File: src/hdl/s2s_pkg.sv
// ----------------------------------------------------------------------------
// Strided 2D slice package
// Register widths, register indexes and the classification record passed
// from the front end to the top level.
// ----------------------------------------------------------------------------
package s2s_pkg;

   localparam int DIM_CFG_W   = 13;
   localparam int START_W     = 12;
   localparam int END_W       = 14;
   localparam int CSR_DATA_W  = 14;
   localparam int CSR_INDEX_W = 3;

   typedef enum logic [CSR_INDEX_W-1:0] {
      CSR_TENSOR_WIDTH  = 3'd0,
      CSR_TENSOR_HEIGHT = 3'd1,
      CSR_ROW_START     = 3'd2,
      CSR_ROW_END       = 3'd3,
      CSR_ROW_STEP      = 3'd4,
      CSR_COL_START     = 3'd5,
      CSR_COL_END       = 3'd6,
      CSR_COL_STEP      = 3'd7
   } s2s_csr_type;

   typedef struct packed {
      logic sel;
      logic last;
   } s2s_class_type;

endpackage

File: src/hdl/s2s_front.sv
// ----------------------------------------------------------------------------
// Strided 2D slice front end
// Holds the configuration, the position and phase counters, and classifies
// each incoming element as selected or not and as the last of the frame.
// ----------------------------------------------------------------------------
module s2s_front
   import s2s_pkg::*;
#(
   parameter int MAX_DIM = 4096
) (
   input  logic                   clock,
   input  logic                   reset,
   input  logic                   csr_write,
   input  logic [CSR_INDEX_W-1:0] csr_index,
   input  logic [CSR_DATA_W-1:0]  csr_data,
   input  logic                   item_accept,
   output s2s_class_type          cls,
   output logic                   cfg_busy
);

   localparam int POS_W = $clog2(MAX_DIM);
   localparam int DIM_W = POS_W + 1;
   localparam int SW    = (POS_W + 3 > 15) ? POS_W + 3 : 15;
   localparam logic [SW-1:0] MAX_DIM_S = SW'(MAX_DIM);

   // Raw register file.
   logic [DIM_CFG_W-1:0]    width_ff, height_ff, row_step_ff, col_step_ff;
   logic [START_W-1:0]      row_start_ff, col_start_ff;
   logic signed [END_W-1:0] row_end_ff, col_end_ff;

   // Derived limits, refreshed every cycle from the raw registers.
   logic [DIM_W-1:0]     w_ff, h_ff, rs_ff, cs_ff;
   logic signed [SW-1:0] re_ff, ce_ff;
   logic                 busy_ff;

   logic [POS_W-1:0] col_pos_ff, row_pos_ff, col_phase_ff, row_phase_ff;
   logic [POS_W-1:0] col_pos_in, row_pos_in, col_phase_in, row_phase_in;
   logic [POS_W-1:0] col_phase_nx, row_phase_nx;

   logic signed [SW-1:0] row_pos_s, col_pos_s, row_phase_s, col_phase_s;
   logic signed [SW-1:0] row_start_s, col_start_s, rs_s, cs_s, w_s, h_s;
   logic                 row_sel, col_sel, last_row, last_col, col_wrap, row_wrap;

   function automatic logic [DIM_W-1:0] clamp_dim(input logic [DIM_CFG_W-1:0] v);
      logic [SW-1:0] ve;
      ve = SW'(v);
      if (v == '0) begin
         return DIM_W'(1);
      end else if (ve > MAX_DIM_S) begin
         return DIM_W'(MAX_DIM);
      end
      return DIM_W'(v);
   endfunction

   // An end of zero or below counts from the far edge; the result never
   // exceeds the dimension.
   function automatic logic signed [SW-1:0] eff_end(input logic signed [END_W-1:0] raw,
                                                    input logic [DIM_W-1:0] dim);
      logic signed [SW-1:0] e;
      logic signed [SW-1:0] d;
      e = {{(SW-END_W){raw[END_W-1]}}, raw};
      d = $signed({{(SW-DIM_W){1'b0}}, dim});
      if (e <= 0) begin
         e = e + d;
      end
      if (e > d) begin
         e = d;
      end
      return e;
   endfunction

   always_ff @(posedge clock) begin
      if (reset) begin
         width_ff     <= DIM_CFG_W'(1);
         height_ff    <= DIM_CFG_W'(1);
         row_start_ff <= '0;
         row_end_ff   <= '0;
         row_step_ff  <= DIM_CFG_W'(1);
         col_start_ff <= '0;
         col_end_ff   <= '0;
         col_step_ff  <= DIM_CFG_W'(1);
      end else if (csr_write) begin
         unique case (s2s_csr_type'(csr_index))
            CSR_TENSOR_WIDTH:  width_ff     <= csr_data[DIM_CFG_W-1:0];
            CSR_TENSOR_HEIGHT: height_ff    <= csr_data[DIM_CFG_W-1:0];
            CSR_ROW_START:     row_start_ff <= csr_data[START_W-1:0];
            CSR_ROW_END:       row_end_ff   <= $signed(csr_data[END_W-1:0]);
            CSR_ROW_STEP:      row_step_ff  <= csr_data[DIM_CFG_W-1:0];
            CSR_COL_START:     col_start_ff <= csr_data[START_W-1:0];
            CSR_COL_END:       col_end_ff   <= $signed(csr_data[END_W-1:0]);
            CSR_COL_STEP:      col_step_ff  <= csr_data[DIM_CFG_W-1:0];
            default: ;
         endcase
      end
   end

   always_ff @(posedge clock) begin
      w_ff  <= clamp_dim(width_ff);
      h_ff  <= clamp_dim(height_ff);
      rs_ff <= clamp_dim(row_step_ff);
      cs_ff <= clamp_dim(col_step_ff);
      re_ff <= eff_end(row_end_ff, clamp_dim(height_ff));
      ce_ff <= eff_end(col_end_ff, clamp_dim(width_ff));
   end

   // The derived limits are registered from the raw registers, so input is held
   // off after each register write, while they settle, and after reset.
   always_ff @(posedge clock) begin
      if (reset) begin
         busy_ff <= 1'b1;
      end else begin
         busy_ff <= csr_write;
      end
   end

   assign cfg_busy = busy_ff;

   assign row_pos_s   = $signed({{(SW-POS_W){1'b0}}, row_pos_ff});
   assign col_pos_s   = $signed({{(SW-POS_W){1'b0}}, col_pos_ff});
   assign row_phase_s = $signed({{(SW-POS_W){1'b0}}, row_phase_ff});
   assign col_phase_s = $signed({{(SW-POS_W){1'b0}}, col_phase_ff});
   assign row_start_s = $signed({{(SW-START_W){1'b0}}, row_start_ff});
   assign col_start_s = $signed({{(SW-START_W){1'b0}}, col_start_ff});
   assign rs_s        = $signed({{(SW-DIM_W){1'b0}}, rs_ff});
   assign cs_s        = $signed({{(SW-DIM_W){1'b0}}, cs_ff});
   assign w_s         = $signed({{(SW-DIM_W){1'b0}}, w_ff});
   assign h_s         = $signed({{(SW-DIM_W){1'b0}}, h_ff});

   assign row_sel  = (row_pos_s >= row_start_s) && (row_pos_s < re_ff) && (row_phase_ff == '0);
   assign col_sel  = (col_pos_s >= col_start_s) && (col_pos_s < ce_ff) && (col_phase_ff == '0);
   assign last_row = (row_pos_s + rs_s) >= re_ff;
   assign last_col = (col_pos_s + cs_s) >= ce_ff;

   assign cls.sel  = row_sel & col_sel;
   assign cls.last = last_row & last_col;

   assign col_wrap = (col_pos_s + SW'(1)) >= w_s;
   assign row_wrap = (row_pos_s + SW'(1)) >= h_s;

   // The phase stays at zero until the start position is reached.
   always_comb begin
      if (col_pos_s < col_start_s) begin
         col_phase_nx = '0;
      end else if ((col_phase_s + SW'(1)) >= cs_s) begin
         col_phase_nx = '0;
      end else begin
         col_phase_nx = col_phase_ff + POS_W'(1);
      end
      if (row_pos_s < row_start_s) begin
         row_phase_nx = '0;
      end else if ((row_phase_s + SW'(1)) >= rs_s) begin
         row_phase_nx = '0;
      end else begin
         row_phase_nx = row_phase_ff + POS_W'(1);
      end
   end

   always_comb begin
      col_pos_in   = col_pos_ff;
      row_pos_in   = row_pos_ff;
      col_phase_in = col_phase_ff;
      row_phase_in = row_phase_ff;
      if (item_accept) begin
         if (col_wrap) begin
            col_pos_in   = '0;
            col_phase_in = '0;
            if (row_wrap) begin
               row_pos_in   = '0;
               row_phase_in = '0;
            end else begin
               row_phase_in = row_phase_nx;
               row_pos_in   = row_pos_ff + POS_W'(1);
            end
         end else begin
            col_phase_in = col_phase_nx;
            col_pos_in   = col_pos_ff + POS_W'(1);
         end
      end
   end

   always_ff @(posedge clock) begin
      if (reset) begin
         col_pos_ff   <= '0;
         row_pos_ff   <= '0;
         col_phase_ff <= '0;
         row_phase_ff <= '0;
      end else begin
         col_pos_ff   <= col_pos_in;
         row_pos_ff   <= row_pos_in;
         col_phase_ff <= col_phase_in;
         row_phase_ff <= row_phase_in;
      end
   end

endmodule

File: src/hdl/s2s_fifo.sv
// ----------------------------------------------------------------------------
// Strided 2D slice queue
// Small register queue between the front end and the output stage.
// DEPTH must be a power of two.
// ----------------------------------------------------------------------------
module s2s_fifo #(
   parameter int WIDTH = 33,
   parameter int DEPTH = 2
) (
   input  logic             clock,
   input  logic             reset,
   input  logic             push,
   input  logic [WIDTH-1:0] push_data,
   output logic             full,
   input  logic             pop,
   output logic [WIDTH-1:0] pop_data,
   output logic             empty
);

   localparam int PTR_W = (DEPTH > 1) ? $clog2(DEPTH) : 1;
   localparam int CNT_W = $clog2(DEPTH + 1);

   logic [WIDTH-1:0] mem_ff [DEPTH];
   logic [PTR_W-1:0] wr_ptr_ff, rd_ptr_ff, wr_ptr_in, rd_ptr_in;
   logic [CNT_W-1:0] count_ff, count_in;

   always_comb begin
      wr_ptr_in = push ? wr_ptr_ff + PTR_W'(1) : wr_ptr_ff;
      rd_ptr_in = pop  ? rd_ptr_ff + PTR_W'(1) : rd_ptr_ff;
      count_in  = count_ff;
      if (push && !pop) begin
         count_in = count_ff + CNT_W'(1);
      end else if (pop && !push) begin
         count_in = count_ff - CNT_W'(1);
      end
   end

   always_ff @(posedge clock) begin
      if (reset) begin
         wr_ptr_ff <= '0;
         rd_ptr_ff <= '0;
         count_ff  <= '0;
      end else begin
         wr_ptr_ff <= wr_ptr_in;
         rd_ptr_ff <= rd_ptr_in;
         count_ff  <= count_in;
      end
   end

   always_ff @(posedge clock) begin
      if (push) begin
         mem_ff[wr_ptr_ff] <= push_data;
      end
   end

   assign pop_data = mem_ff[rd_ptr_ff];
   assign full     = (count_ff == CNT_W'(DEPTH));
   assign empty    = (count_ff == '0);

endmodule

File: src/hdl/s2s_back.sv
// ----------------------------------------------------------------------------
// Strided 2D slice output stage
// Drains the queue into the result register and holds it while stalled.
// ----------------------------------------------------------------------------
module s2s_back #(
   parameter int DATA_WIDTH = 32
) (
   input  logic                  clock,
   input  logic                  reset,
   input  logic                  q_empty,
   input  logic [DATA_WIDTH:0]   q_data,
   output logic                  q_pop,
   output logic                  rsp_valid,
   input  logic                  rsp_stall,
   output logic [DATA_WIDTH-1:0] rsp_out_data,
   output logic                  rsp_out_last
);

   logic                  valid_ff, valid_in;
   logic [DATA_WIDTH-1:0] data_ff;
   logic                  last_ff;

   // A new transaction loads when the register is empty or being taken.
   assign q_pop    = !q_empty && (!valid_ff || !rsp_stall);
   assign valid_in = q_pop || (valid_ff && rsp_stall);

   always_ff @(posedge clock) begin
      if (reset) begin
         valid_ff <= 1'b0;
      end else begin
         valid_ff <= valid_in;
      end
   end

   always_ff @(posedge clock) begin
      if (q_pop) begin
         data_ff <= q_data[DATA_WIDTH-1:0];
         last_ff <= q_data[DATA_WIDTH];
      end
   end

   assign rsp_valid    = valid_ff;
   assign rsp_out_data = data_ff;
   assign rsp_out_last = last_ff;

endmodule

File: src/hdl/strided_2d_slice.sv
// ----------------------------------------------------------------------------
// Strided 2D slice
// Selects a strided rectangular window from a tensor streamed in raster order.
// ----------------------------------------------------------------------------
//   channel   ports                                   direction
//   request   req_valid, req_stall, req_elem_data     in
//   response  rsp_valid, rsp_stall, rsp_out_data/last out
//   control   csr_write, csr_index, csr_data          in
//
// One element is accepted per cycle while req_stall is low; a selected element
// is written to the queue at acceptance and moves on to the response register
// once that register is empty or being taken. Input is held off after reset and
// after each register write, while the derived window limits are recomputed.
// A response stall fills the two-entry queue and then stalls the request side.
// ----------------------------------------------------------------------------
module strided_2d_slice
   import s2s_pkg::*;
#(
   parameter int DATA_WIDTH = 32,
   parameter int MAX_DIM    = 4096
) (
   input  logic                   clock,
   input  logic                   reset,
   input  logic                   req_valid,
   output logic                   req_stall,
   input  logic [DATA_WIDTH-1:0]  req_elem_data,
   output logic                   rsp_valid,
   input  logic                   rsp_stall,
   output logic [DATA_WIDTH-1:0]  rsp_out_data,
   output logic                   rsp_out_last,
   input  logic                   csr_write,
   input  logic [CSR_INDEX_W-1:0] csr_index,
   input  logic [CSR_DATA_W-1:0]  csr_data
);

   s2s_class_type         cls;
   logic                  cfg_busy;
   logic                  item_accept;
   logic                  q_push, q_pop, q_full, q_empty;
   logic [DATA_WIDTH:0]   q_wdata, q_rdata;

   assign req_stall   = q_full | cfg_busy;
   assign item_accept = req_valid & ~req_stall;
   assign q_push      = item_accept & cls.sel;
   assign q_wdata     = {cls.last, req_elem_data};

   s2s_front #(
      .MAX_DIM (MAX_DIM)
   ) u_front (
      .clock       (clock),
      .reset       (reset),
      .csr_write   (csr_write),
      .csr_index   (csr_index),
      .csr_data    (csr_data),
      .item_accept (item_accept),
      .cls         (cls),
      .cfg_busy    (cfg_busy)
   );

   s2s_fifo #(
      .WIDTH (DATA_WIDTH + 1),
      .DEPTH (2)
   ) u_fifo (
      .clock     (clock),
      .reset     (reset),
      .push      (q_push),
      .push_data (q_wdata),
      .full      (q_full),
      .pop       (q_pop),
      .pop_data  (q_rdata),
      .empty     (q_empty)
   );

   s2s_back #(
      .DATA_WIDTH (DATA_WIDTH)
   ) u_back (
      .clock        (clock),
      .reset        (reset),
      .q_empty      (q_empty),
      .q_data       (q_rdata),
      .q_pop        (q_pop),
      .rsp_valid    (rsp_valid),
      .rsp_stall    (rsp_stall),
      .rsp_out_data (rsp_out_data),
      .rsp_out_last (rsp_out_last)
   );

`ifndef ASSERT_OFF
   a_no_overflow: assert property (@(posedge clock) disable iff (reset)
      q_push |-> !q_full)
      else $error("queue written while full");

   a_no_underflow: assert property (@(posedge clock) disable iff (reset)
      q_pop |-> !q_empty)
      else $error("queue read while empty");

   a_cfg_settle: assert property (@(posedge clock) disable iff (reset)
      csr_write |=> !(req_valid && !req_stall))
      else $error("transaction accepted before window limits settled");
`endif

endmodule
File: config.mk
export PLATFORM = sky130hd
export DESIGN_NAME = strided_2d_slice
export DESIGN_NICKNAME = d
export VERILOG_FILES = /design/src/hdl/s2s_pkg.sv /design/src/hdl/s2s_front.sv /design/src/hdl/s2s_fifo.sv /design/src/hdl/s2s_back.sv /design/src/hdl/strided_2d_slice.sv
export SDC_FILE = /design/constraint.sdc
export NUM_CORES = 1
export LEC_CHECK = 0
export BUFFER_PORTS_ARGS = -buffer_cell sky130_fd_sc_hd__buf_2
export CAP_MARGIN = 25
export CORE_MARGIN = 1.5
export CORE_UTILIZATION = 35
export CTS_BUF_LIST = sky130_fd_sc_hd__clkbuf_2 sky130_fd_sc_hd__clkbuf_4 sky130_fd_sc_hd__clkbuf_8
export CTS_CLUSTER_DIAMETER = 100
export DETAILED_ROUTE_END_ITERATION = 6
export SLEW_MARGIN = 20
export SYNTH_ARGS = -nofsm -noshare
export SYNTH_HDL_FRONTEND = slang
export SYNTH_SLANG_ARGS = --single-unit
File: constraint.sdc
create_clock -name clock -period 12.5 [get_ports clock]
set_input_delay 1.25 -clock clock [delete_from_list [all_inputs] [get_ports clock]]
set_output_delay 1.25 -clock clock [all_outputs]
set_load 0.05 [all_outputs]
==> metrics.log, run 1 <==
INFO  metric grt_max_degree = 98
INFO  metric critical_path.reg2reg.startpoint = u_front.width_ff[4]
INFO  metric main_area_contributors_after_synthesis = dfxtp_1, edfxtp_1, ha_1, nand2_1, a21oi_1
INFO  metric postSynth.asyncResetShare = 0%
INFO  metric routed_wire_length_per_instance = 17.0 µm
INFO  metric synth_seq_cells = 339
INFO  metric maxSlewHeadroom = 31.8%
INFO  metric achievable-frequency = 0.188 GHz
INFO  metric grt_overflow_total = 0
INFO  metric die-area = 0.0555 mm²
INFO  metric clock_transition_at_the_register_clock_pins_on_the_worst_setup_and_hold_paths_after_cts = 60 ps
INFO  metric detailedPlacementHpwl = 36,400 µm
INFO  metric cell_count_along_the_critical_path = 19
INFO  metric synth_ff_type = dfxtp_1
INFO  metric globalRouteMet1Util = 23.8%
INFO  metric r2r_setup_slack = 7170 ps
INFO  metric avgViaCountPerCell = 5.17
INFO  metric grt_pass1_wl = 77,700 µm
INFO  metric synth_warnings = 0
INFO  metric cts-hold-fix-buffers = 0
INFO  metric post-route-period-util = 42.6%
INFO  metric initial_core_util = 35.3%
INFO  metric synthCells = 2,068
INFO  metric setup.worst_path.end = u_front.ce_ff[2]
INFO  metric critPathCaptureType = register
INFO  metric crit_path_start = u_front.width_ff[4]
INFO  metric leakagePower = 8.85 nW
INFO  metric p_switching = 0.000906 W
INFO  metric mappedNetlistNets = 2,335
INFO  metric layout_common_cells = nand2_1, dfxtp_1, ha_1, a21oi_1, inv_1
INFO  metric power_report.internal_total = 0.00208 W
INFO  metric clock_power_share = 37.0%
INFO  metric drive_above_1_share = 12.9%
INFO  metric antenna_violations_before_repair = 2
INFO  metric synth_cell_area = 0.0189 mm²
INFO  metric vias_in_the_first_global_route = 14,500
INFO  metric critPathArrivalTime = 5860 ps
INFO  metric place_congestion = 0.899
INFO  metric report.final.slew_viol_count = 0
INFO  metric critical_path.max_stage_delay = 520 ps
INFO  metric fin_setup_tns = 0 ps
INFO  metric std_cell_rows = 85
INFO  metric nFillCells = 5,381
INFO  metric dpl.cell_count = 2,775
INFO  metric largest_fanout_of_any_net_on_the_critical_path = 13
INFO  metric ir_drop = 87.0 µV
INFO  metric hp-class = register to register
INFO  metric critical_path.slowest_cell = o311ai_0
INFO  metric cts_num_sinks = 339
INFO  metric detailedRoute.firstIterationViolations = 917
INFO  metric final-hold-violation-count = 0
INFO  metric clock_tree.htree_level_count = 2
INFO  metric placement.io_buffers = 88
INFO  metric number_of_buffers_created_by_cts = 58
INFO  metric worstPathBufferInverterCount = 1
INFO  metric totalWireLength = 49,100 µm
INFO  metric finalSetupViolCount = 0
INFO  metric worst-r2r-cell-count = 19
INFO  metric num-nets-final = 2,408
INFO  metric die_h = 236 µm
INFO  metric synthDistinctLibCells = 74
INFO  metric floorplan.core_area = 0.0536 mm²
INFO  metric route.detailed.drc = 0
INFO  metric boundaryPins = 89
INFO  metric dieWidth = 236 µm
INFO  metric groute.usage.overall = 17.4%
INFO  metric drt_pass1_iterations = 5
INFO  metric comb_power_share = 20.4%
INFO  metric insertedDiodeCount = 0
INFO  metric critical_path.cell_chain = nor4_1 > a31oi_1 > nor2_1 > ha_1 > inv_1 > fa_1 > nor2b_1 > o31ai_1 > a211oi_1 > o31ai_1 > o311ai_0 > ha_1 > nand2_1 > nor2_1 > a2111oi_0 > nor2_1 > o31ai_1 > a22o_2 > mux2_2
INFO  metric post-route-cell-area = 0.0213 mm²
INFO  metric gr-usage-met3 = 2.93%
INFO  metric power.share.switching = 30.3%
INFO  metric critical-path-top-delay-family = compound AO/OA/AOI/OAI gates
INFO  metric final_core_utilization = 39.7%
INFO  metric cts.path.max_buffers = 3
INFO  metric grt_setup_unrepaired = false
INFO  metric cap_violations = 0
INFO  metric cts_root_buffer = clkbuf_8
INFO  metric setup.worst_path.start_class = register
INFO  metric top_usage_layer = met2
INFO  metric critPathKind = register to register
INFO  metric cellPowerDensity = 141 mW/mm²
INFO  metric worst_pin_slew = 1020 ps
INFO  metric run_status = finished, final reports clean
INFO  metric vias = 14,900
INFO  metric area.growth.synth_to_final = 12.4%
INFO  metric stdcell_count = 2,882
INFO  metric synth_sequential_area_ratio = 41.1%
INFO  metric synthDominantAreaCellType = dfxtp_1
INFO  metric grtUsageMet2 = 27.9%
INFO  metric worstReg2RegEnd = u_front.ce_ff[2]
INFO  metric final_antenna_net_count = 0
INFO  metric cts_resized = 0
INFO  metric critical_path_rt = 13,040 ps
INFO  metric seqPwrFrac = 42.6%
INFO  metric netlist.area_leader.share = 25.4%
INFO  metric cts_tree = built
INFO  metric synth_enable_flop_cells = 99
INFO  metric finalClockSkew = 50.4 ps
INFO  metric cts_setup_buffers = 0
INFO  metric placed_cell_area = 0.0200 mm²
INFO  metric clock_latency = 660 ps
INFO  metric period_minus_slack = 5330 ps
INFO  metric mean_post_synth_cell_area = 9.16 µm²
INFO  metric layout_commonest_cell = nand2_1
-- registers in the layout, indices dropped and copies added (netlist names), 12 cells and up --
register	flops
u_front.h_ff	13
u_front.row_start_ff	12
u_front.rs_ff	13
u_front.col_end_ff	14
u_front.col_pos_ff	12
u_front.row_phase_ff	12
u_front.cs_ff	13
u_front.width_ff	13
u_front.col_step_ff	13
u_front.row_pos_ff	12
u_fifo.mem_ff	66
u_front.re_ff	15
u_front.w_ff	13
u_front.col_phase_ff	12
u_front.row_step_ff	13
u_front.col_start_ff	12
u_front.ce_ff	15
u_front.row_end_ff	14
u_front.height_ff	13
u_back.rsp_out_data	32
-- power groups by stage --
stage	Sequential (W)	Combinational (W)	Clock (W)
floorplan	0.00140	0.000353	0
global placement	0.00130	0.000597	0
detailed placement	0.00130	0.000608	0
CTS	0.00128	0.000609	0.00114
global route	0.00128	0.000660	0.00119
finish	0.00127	0.000610	0.00111
-- layout make-up --
type	count	area [µm²]	area share [%]
clock inverter	24	270	1.27
clock buffer	81	1040	4.88
tap	696	871	4.09
multi-input combinational	1476	10200	47.8
sequential	339	7780	36.5
timing repair buffer	98	526	2.47
inverter	168	631	2.96
-- worst min path at each step --
stage	to	cells after the start	from
5_1_grt	u_front.w_ff[12]	0	u_front.width_ff[12]
3_3_place_gp	u_front.col_start_ff[11]	2	u_front.col_start_ff[11]
4_1_cts	u_front.w_ff[12]	0	u_front.width_ff[12]
6_report	u_front.w_ff[12]	0	u_front.width_ff[12]
2_1_floorplan	u_front.col_start_ff[10]	2	u_front.col_start_ff[10]
3_5_place_dp	u_front.w_ff[12]	0	u_front.width_ff[12]
-- cell families after synthesis --
logic type,synth area share [%]
simple gates,16.4
flops,41.1
compound gates,15.2
xor+xnor,3.65
mux,4.20
fa+ha+maj,14.2
buf+inv,5.29
-- cell usage after synthesis (30+ instances only) --
library cell / number
a21o_1: 35
a21oi_1: 197
clkbuf_1: 62
dfxtp_1: 240
edfxtp_1: 99
ha_1: 209
inv_1: 168
mux2_2: 43
nand2_1: 317
nand3_1: 55
nor2_1: 85
nor2b_1: 46
o21ai_0: 56
xnor2_1: 49
xor2_1: 30
-- worst reg2reg max path, cell delays in order (launching register included) --
cell,delay [ps]
dfxtp_1,320
nor4_1,360
a31oi_1,150
nor2_1,330
ha_1,250
inv_1,60
fa_1,400
nor2b_1,170
o31ai_1,150
a211oi_1,300
o31ai_1,120
o311ai_0,520
ha_1,350
nand2_1,100
nor2_1,50
a2111oi_0,400
nor2_1,110
o31ai_1,270
a22o_2,440
mux2_2,380
-- per-stage QoR --
stage               power, W  hold WS (ps)  setup slack (ps)
floorplan            0.00176           436              8170
global placement     0.00189           447              7330
detailed placement   0.00191           445              7300
CTS                  0.00303           449              7250
global route         0.00314           458              6760
finish               0.00299           445              7170
-- routing by layer --
metal / up-vias / part of all wire [%]
li1: 7428 / -
met1: 7017 / 48
met2: 365 / 45
met3: 79 / 5.2
met4: 4 / 2.2
met5: - / 0.043
Power figures use the tool's default switching activity.
==> inputs of run 2 (changes only) <==
Clock period 12.5 ns to 4.3 ns, I/O delays scaled along.
==> metrics.log, run 2 (same netlist as run 1, synthesis figures left out) <==
INFO  metric floorplan.core_area = 0.0536 mm² (unchanged)
INFO  metric ir_drop = 225 µV (was 87.0 µV)
INFO  metric finalClockSkew = 30.2 ps (was 50.4 ps)
INFO  metric vias = 15,700 (was 14,900)
INFO  metric cap_violations = 0 (unchanged)
INFO  metric grt_setup_unrepaired = true (was false)
INFO  metric r2r_setup_slack = -10 ps (was 7170 ps)
INFO  metric critical_path.cell_chain = nor4_2 > a31oi_1 > nor2_1 > ha_2 > inv_1 > fa_2 > nor2b_2 > o31a_1 > o41ai_4 > o21ai_1 > a211oi_1 > o32ai_2 > ha_1 > a22oi_1 > o211ai_1 > a21oi_1 > a21oi_2 > o21ai_4 > clkbuf_16 > mux2_4 (was nor4_1 > a31oi_1 > nor2_1 > ha_1 > inv_1 > fa_1 > nor2b_1 > o31ai_1 > a211oi_1 > o31ai_1 > o311ai_0 > ha_1 > nand2_1 > nor2_1 > a2111oi_0 > nor2_1 > o31ai_1 > a22o_2 > mux2_2)
INFO  metric clock_tree.htree_level_count = 2 (unchanged)
INFO  metric cts_num_sinks = 339 (unchanged)
INFO  metric critical_path_rt = 4830 ps (was 13,040 ps)
INFO  metric clock_latency = 650 ps (was 660 ps)
INFO  metric worst-r2r-cell-count = 20 (was 19)
INFO  metric cellPowerDensity = 394 mW/mm² (was 141 mW/mm²)
INFO  metric placed_cell_area = 0.0205 mm² (was 0.0200 mm²)
INFO  metric report.final.slew_viol_count = 0 (unchanged)
INFO  metric largest_reg_flops = 66 (unchanged)
INFO  metric critical_path.slowest_cell = fa_2 (was o311ai_0)
INFO  metric clock_transition_at_the_register_clock_pins_on_the_worst_setup_and_hold_paths_after_cts = 60 ps (about the same)
INFO  metric avgViaCountPerCell = 5.19 (was 5.17)
INFO  metric worstReg2RegEnd = u_front.re_ff[6] (was u_front.ce_ff[2])
INFO  metric grt_pass1_wl = 81,100 µm (was 77,700 µm)
INFO  metric groute.usage.overall = 18.1% (was 17.4%)
INFO  metric antenna_violations_before_repair = 1 (was 2)
INFO  metric globalRouteMet1Util = 24.5% (was 23.8%)
INFO  metric grt_overflow_total = 0 (unchanged)
INFO  metric number_of_buffers_created_by_cts = 59 (was 58)
INFO  metric placement.io_buffers = 88 (unchanged)
INFO  metric top_usage_layer = met2 (unchanged)
INFO  metric totalWireLength = 51,200 µm (was 49,100 µm)
INFO  metric multi_input_area = 0.0105 mm² (was 0.0102 mm²)
INFO  metric route.detailed.drc = 0 (unchanged)
INFO  metric period_minus_slack = 4310 ps (was 5330 ps)
INFO  metric maxSlewHeadroom = 36.8% (was 31.8%)
INFO  metric drive_above_1_share = 18.2% (was 12.9%)
INFO  metric die-area = 0.0555 mm² (unchanged)
INFO  metric place_congestion = 0.877 (was 0.899)
INFO  metric num-nets-final = 2,537 (was 2,408)
INFO  metric post-route-period-util = 100% (was 42.6%)
INFO  metric std_cell_rows = 85 (unchanged)
INFO  metric leakagePower = 9.56 nW (was 8.85 nW)
INFO  metric setup.worst_path.start_class = register (unchanged)
INFO  metric dpl.cell_count = 2,842 (was 2,775)
INFO  metric drt_pass1_iterations = 5 (unchanged)
INFO  metric worst_pin_slew = 944 ps (was 1020 ps)
INFO  metric final_core_utilization = 42.3% (was 39.7%)
INFO  metric final_antenna_net_count = 0 (unchanged)
INFO  metric layout_common_cells = nand2_1, dfxtp_1, ha_1, a21oi_1, inv_1 (unchanged)
INFO  metric hp-class = input pin to register (was register to register)
INFO  metric violated_checks = negative setup slack
INFO  metric grt_max_degree = 75 (was 98)
INFO  metric finalSetupViolCount = 5 (was 0)
INFO  metric routed_wire_length_per_instance = 17.0 µm (about the same)
INFO  metric insertedDiodeCount = 0 (unchanged)
INFO  metric area.growth.synth_to_final = 19.6% (was 12.4%)
INFO  metric worst_hold_path.endpoint = u_front.col_start_ff[10] (was u_front.w_ff[12])
INFO  metric critPathCaptureType = register (unchanged)
INFO  metric gr-usage-met3 = 3.08% (was 2.93%)
INFO  metric detailedPlace.worstSlack = -383 ps (was 7300 ps)
INFO  metric holdCritStartpoint = csr_data[10] (was u_front.width_ff[12])
INFO  metric critPathKind = register to register (unchanged)
INFO  metric final-hold-violation-count = 0 (unchanged)
INFO  metric dieWidth = 236 µm (unchanged)
INFO  metric layout_commonest_cell = nand2_1 (unchanged)
INFO  metric cts.path.max_buffers = 3 (unchanged)
INFO  metric cts_tree = built (unchanged)
INFO  metric power.total = 0.00893 W (was 0.00299 W)
INFO  metric largest_register = u_fifo.mem_ff (unchanged)
INFO  metric post-route-cell-area = 0.0227 mm² (was 0.0213 mm²)
INFO  metric number_of_stages_on_the_worst_hold_path = 3 (was 0)
INFO  metric critPathArrivalTime = 4850 ps (was 5860 ps)
INFO  metric nFillCells = 5,258 (was 5,381)
INFO  metric critical_path.reg2reg.startpoint = u_front.height_ff[5] (was u_front.width_ff[4])
INFO  metric boundaryPins = 89 (unchanged)
INFO  metric largest_fanout_of_any_net_on_the_critical_path = 4 (was 13)
INFO  metric die_h = 236 µm (unchanged)
INFO  metric critical_path.max_stage_delay = 350 ps (was 520 ps)
INFO  metric setup_slack = -12.5 ps (was 7170 ps)
INFO  metric vias_in_the_first_global_route = 15,300 (was 14,500)
INFO  metric detailedPlacementHpwl = 37,300 µm (was 36,400 µm)
INFO  metric achievable-frequency = 0.232 GHz (was 0.188 GHz)
INFO  metric ff_latch_area = 0.00778 mm² (about the same)
INFO  metric cts_root_buffer = clkbuf_8 (unchanged)
INFO  metric initial_core_util = 35.3% (unchanged)
INFO  metric grtUsageMet2 = 29.1% (was 27.9%)
INFO  metric run_status = finished, violations left (was finished, final reports clean)
INFO  metric detailedRoute.firstIterationViolations = 887 (was 917)
INFO  metric stdcell_count = 3,014 (was 2,882)
run 2: repair_timing:
item                                   in CTS  in global routing
gates cloned                                0                  1
setup endpoints to repair                  27                 64
hold buffers                               34                  0
gates resized for setup                    27                 44
buffers inserted                           21                  7
pin swaps                                  16                 19
endpoints found under the hold margin      67                  0
run 2: cell type report:
type                    count  share of cell area (%)
flip-flops and latches    339                    34.3
inverters                 168                    2.78
repair buffers            226                    7.21
multi-input cells        1476                    46.1
well taps                 696                    3.84
clock buffers              88                    4.82
clock inverters            21                   0.878
run 2: power by group:
part           switching, W  internal, W
clock               0.00136      0.00181
sequential        0.0000945      0.00358
combinational       0.00128     0.000796
total               0.00274      0.00619
run 2: layer usage:
layer | routed length (µm) | vias to the layer above
met4 | 1190 | 2
met3 | 2640 | 85
li1 | - | 7712
met1 | 24400 | 7411
met2 | 23000 | 440
met5 | 15 | -
run 2: critical path: cells and delay by family, from the launching register on:
kind                       cells  cell delay, ps
and+or+nand+nor                3             620
muxes                          1             290
DFF                            1             340
AOI/OAI and AO/OA             11            1800
buffers and inverters          2             240
adders and majority gates      3             890
run 2: worst max path at each step:
stage	startpoint	end	slack (ps)	depth (start not counted)
6_report	u_front.height_ff[5]	u_front.re_ff[6]	-10	20
5_1_grt	u_front.height_ff[5]	u_front.re_ff[12]	-160	20
4_1_cts	u_front.width_ff[5]	u_front.ce_ff[2]	-0.3	18
3_5_place_dp	u_front.width_ff[1]	u_front.ce_ff[1]	-380	20
3_3_place_gp	u_front.width_ff[1]	u_front.ce_ff[2]	-260	20
2_1_floorplan	u_front.width_ff[4]	u_front.ce_ff[10]	60	20
run 2: per-stage QoR:
step / setup TNS [ps] / hold WS (ps)
after detailed placement: -6110 / 447
after CTS: -0.294 / 70.3
after global routing: -2790 / 93.1
after floorplan: 0 / 436
final: -31.9 / 124
after global placement: -3020 / 446
==> inputs of run 3 (changes only) <==
Settings changed: GPL_TIMING_DRIVEN set to 0.
==> metrics.log, run 3 (same netlist as run 1, synthesis figures left out) <==
INFO  metric worstReg2RegEnd = u_front.ce_ff[6] (was u_front.re_ff[6])
INFO  metric clock_tree.htree_level_count = 2 (unchanged)
INFO  metric nFillCells = 5,284 (was 5,258)
INFO  metric layout_common_cells = nand2_1, dfxtp_1, ha_1, a21oi_1, inv_1 (unchanged)
INFO  metric critPathCaptureType = register (unchanged)
INFO  metric critical_path.reg2reg.startpoint = u_front.width_ff[1] (was u_front.height_ff[5])
INFO  metric critPathArrivalTime = 4960 ps (was 4850 ps)
INFO  metric grt_overflow_total = 0 (unchanged)
INFO  metric grt_max_degree = 24 (was 75)
INFO  metric comb_power_share = 24.8% (was 23.3%)
INFO  metric cts_root_buffer = clkbuf_8 (unchanged)
INFO  metric avgViaCountPerCell = 5.21 (was 5.19)
INFO  metric grt_pass1_wl = 82,300 µm (was 81,100 µm)
INFO  metric route.detailed.drc = 0 (unchanged)
INFO  metric area.growth.synth_to_final = 18.1% (was 19.6%)
INFO  metric finalSetupViolCount = 14 (was 5)
INFO  metric grt_setup_unrepaired = true (unchanged)
INFO  metric floorplan.core_area = 0.0536 mm² (unchanged)
INFO  metric run_status = finished, violations left (unchanged)
INFO  metric report.final.slew_viol_count = 0 (unchanged)
INFO  metric cts_tree = built (unchanged)
INFO  metric p_switching = 0.00272 W (was 0.00274 W)
INFO  metric power.share.switching = 31.7% (was 30.7%)
INFO  metric drt_pass1_iterations = 5 (unchanged)
INFO  metric largest_fanout_of_any_net_on_the_critical_path = 10 (was 4)
INFO  metric dpl.cell_count = 2,841 (was 2,842)
INFO  metric stdcell_count = 3,004 (was 3,014)
INFO  metric finalClockSkew = 44.9 ps (was 30.2 ps)
INFO  metric final_antenna_net_count = 0 (unchanged)
INFO  metric routed_wire_length_per_instance = 17.2 µm (was 17.0 µm)
INFO  metric worst_hold_path.endpoint = u_back.rsp_valid (was u_front.col_start_ff[10])
INFO  metric die-area = 0.0555 mm² (unchanged)
INFO  metric post-route-cell-area = 0.0224 mm² (was 0.0227 mm²)
INFO  metric clock_power_share = 32.4% (was 35.5%)
INFO  metric hp-class = input pin to register (unchanged)
INFO  metric largest_reg_flops = 66 (unchanged)
INFO  metric multi_input_area = 0.0105 mm² (about the same)
INFO  metric std_cell_rows = 85 (unchanged)
INFO  metric detailedRoute.firstIterationViolations = 953 (was 887)
INFO  metric clock_latency = 670 ps (was 650 ps)
INFO  metric holdCritStartpoint = rsp_stall (was csr_data[10])
INFO  metric critical_path_rt = 4820 ps (was 4830 ps)
INFO  metric power_report.internal_total = 0.00588 W (was 0.00619 W)
INFO  metric vias = 15,600 (was 15,700)
INFO  metric ff_latch_area = 0.00781 mm² (was 0.00778 mm²)
INFO  metric setup_slack = -136 ps (was -12.5 ps)
INFO  metric setup.worst_path.start_class = register (unchanged)
INFO  metric antenna_violations_before_repair = 1 (unchanged)
INFO  metric cts.path.max_buffers = 3 (unchanged)
INFO  metric number_of_buffers_created_by_cts = 56 (was 59)
INFO  metric worst-r2r-cell-count = 19 (was 20)
INFO  metric post-route-period-util = 103% (was 100%)
INFO  metric crit_top_cell = o31ai_2
INFO  metric critical_path.cell_chain = nor4_4 > a31oi_1 > nor2_2 > ha_2 > inv_2 > fa_2 > nor2b_4 > o31ai_4 > a211oi_2 > o31ai_2 > o311ai_2 > ha_1 > buf_6 > a2111oi_4 > nor2_1 > o31ai_2 > a22o_2 > buf_12 > mux2_4 (was nor4_2 > a31oi_1 > nor2_1 > ha_2 > inv_1 > fa_2 > nor2b_2 > o31a_1 > o41ai_4 > o21ai_1 > a211oi_1 > o32ai_2 > ha_1 > a22oi_1 > o211ai_1 > a21oi_1 > a21oi_2 > o21ai_4 > clkbuf_16 > mux2_4)
INFO  metric die_h = 236 µm (unchanged)
INFO  metric vias_in_the_first_global_route = 15,500 (was 15,300)
INFO  metric critPathKind = register to register (unchanged)
INFO  metric groute.usage.overall = 18.4% (was 18.1%)
INFO  metric number_of_stages_on_the_worst_hold_path = 3 (unchanged)
INFO  metric final-hold-violation-count = 0 (unchanged)
INFO  metric ir_drop = 274 µV (was 225 µV)
INFO  metric critical_path.slowest_cell = fa_2 (unchanged)
INFO  metric period_minus_slack = 4440 ps (was 4310 ps)
INFO  metric critical_path.max_stage_delay = 370 ps (was 350 ps)
INFO  metric totalWireLength = 51,600 µm (was 51,200 µm)
INFO  metric drive_above_1_share = 16.5% (was 18.2%)
INFO  metric initial_core_util = 35.3% (unchanged)
INFO  metric largest_register = u_fifo.mem_ff (unchanged)
INFO  metric num-nets-final = 2,532 (was 2,537)
INFO  metric dieWidth = 236 µm (unchanged)
INFO  metric worst_pin_slew = 859 ps (was 944 ps)
INFO  metric achievable-frequency = 0.225 GHz (was 0.232 GHz)
INFO  metric placed_cell_area = 0.0203 mm² (was 0.0205 mm²)
INFO  metric layout_commonest_cell = nand2_1 (unchanged)
INFO  metric boundaryPins = 89 (unchanged)
INFO  metric worstPathBufferInverterCount = 3 (was 2)
INFO  metric violated_checks = negative setup slack (unchanged)
INFO  metric leakagePower = 9.24 nW (was 9.56 nW)
INFO  metric clock_transition_at_the_register_clock_pins_on_the_worst_setup_and_hold_paths_after_cts = 60 ps (about the same)
INFO  metric placement.io_buffers = 74 (was 88)
INFO  metric critical-path-top-delay-family = compound AO/OA/AOI/OAI gates (unchanged)
INFO  metric detailedPlacementHpwl = 38,700 µm (was 37,300 µm)
INFO  metric r2r_setup_slack = -140 ps (was -10 ps)
INFO  metric seqPwrFrac = 42.8% (was 41.2%)
INFO  metric cts_num_sinks = 339 (unchanged)
INFO  metric cellPowerDensity = 385 mW/mm² (was 394 mW/mm²)
INFO  metric cap_violations = 0 (unchanged)
INFO  metric maxSlewHeadroom = 42.7% (was 36.8%)
INFO  metric place_congestion = 0.897 (was 0.877)
-- run 3: changes by cell type in the layout (fill, tap and decap cells not counted), moves of 5 or more --
| cell | before | now |
|---|---|---|
| dfxtp_2 | 3 | 9 |
| clkbuf_2 | 0 | 12 |
| clkbuf_1 | 0 | 57 |
| buf_2 | 87 | 80 |
| dfxtp_1 | 237 | 225 |
| clkbuf_4 | 19 | 14 |
| clkbuf_8 | 69 | 64 |
| buf_4 | 97 | 27 |
| dfxtp_4 | 0 | 6 |
-- run 3: final cells by class --
class	instances	area share, %
multi-input cells	1476	47.1
flip-flops and latches	339	34.9
repair buffers	141	4.59
clock buffers	76	4.34
well taps	696	3.89
inverters	168	2.82
plain buffers	83	1.65
clock inverters	24	0.621
diodes	1	0.0112
-- run 3: how the worst max path moves through the flow --
stage	start	endpoint	slack [ps]	cells after the start
floorplan	u_front.width_ff[4]	u_front.ce_ff[10]	60	20
global placement	u_front.row_pos_ff[9]	u_fifo.mem_ff[0][20]	-1290	8
detailed placement	u_front.width_ff[12]	u_front.ce_ff[6]	-910	18
CTS	u_front.width_ff[1]	u_front.ce_ff[6]	-100	20
global route	u_front.width_ff[1]	u_front.ce_ff[6]	-390	19
finish	u_front.width_ff[1]	u_front.ce_ff[6]	-140	19
-- run 3: worst reg2reg max path, cell delays in order, from the launching register on --
cell,delay [ps]
dfxtp_2,330
nor4_4,260
a31oi_1,120
nor2_2,150
ha_2,210
inv_2,40
fa_2,370
nor2b_4,150
o31ai_4,90
a211oi_2,310
o31ai_2,110
o311ai_2,330
ha_1,310
buf_6,130
a2111oi_4,340
nor2_1,90
o31ai_2,280
a22o_2,230
buf_12,160
mux2_4,320
-- run 3: stage by stage --
| stage | power (W) | worst slack, ps | TNS [ps] | utilization, % | hold WS [ps] |
|---|---|---|---|---|---|
| detailed placement | 0.00565 | -914 | -27050 | 37.8 | 454 |
| CTS | 0.00866 | -104 | -1050 | 41.3 | 6.42 |
| global route | 0.00900 | -385 | -6420 | 41.7 | 74.5 |
| finish | 0.00860 | -136 | -1270 | 41.7 | 75.1 |
| global placement | 0.00558 | -1290 | -66270 | 37.6 | 446 |
| floorplan | 0.00511 | 62.2 | 0 | - | 436 |
-- run 3: power by group through the flow --
stage | Combinational (W) | Sequential, W | Clock (W)
6_report | 0.00213 | 0.00368 | 0.00279
5_1_grt | 0.00229 | 0.00370 | 0.00301
4_1_cts | 0.00211 | 0.00368 | 0.00287
3_5_place_dp | 0.00190 | 0.00375 | 0
3_3_place_gp | 0.00182 | 0.00375 | 0
2_1_floorplan | 0.00103 | 0.00408 | 0
-- run 3: what timing repair did --
action	in CTS	in global routing
endpoints found under the setup margin	72	74
gates resized for setup	73	50
hold buffers	33	0
setup buffers	24	7
pin swaps	17	26
endpoints found under the hold margin	66	0
gates cloned	1	0
-- run 3: layer usage --
| layer | up-vias | part of all wire [%] | GRT usage, % |
|---|---|---|---|
| met1 | 7409 | 47 | 24.6 |
| met3 | 95 | 5.3 | 2.72 |
| met4 | 0 | 3.3 | 7.25 |
| met5 | - | 0 | 0 |
| li1 | 7698 | - | - |
| met2 | 441 | 45 | 30.0 |
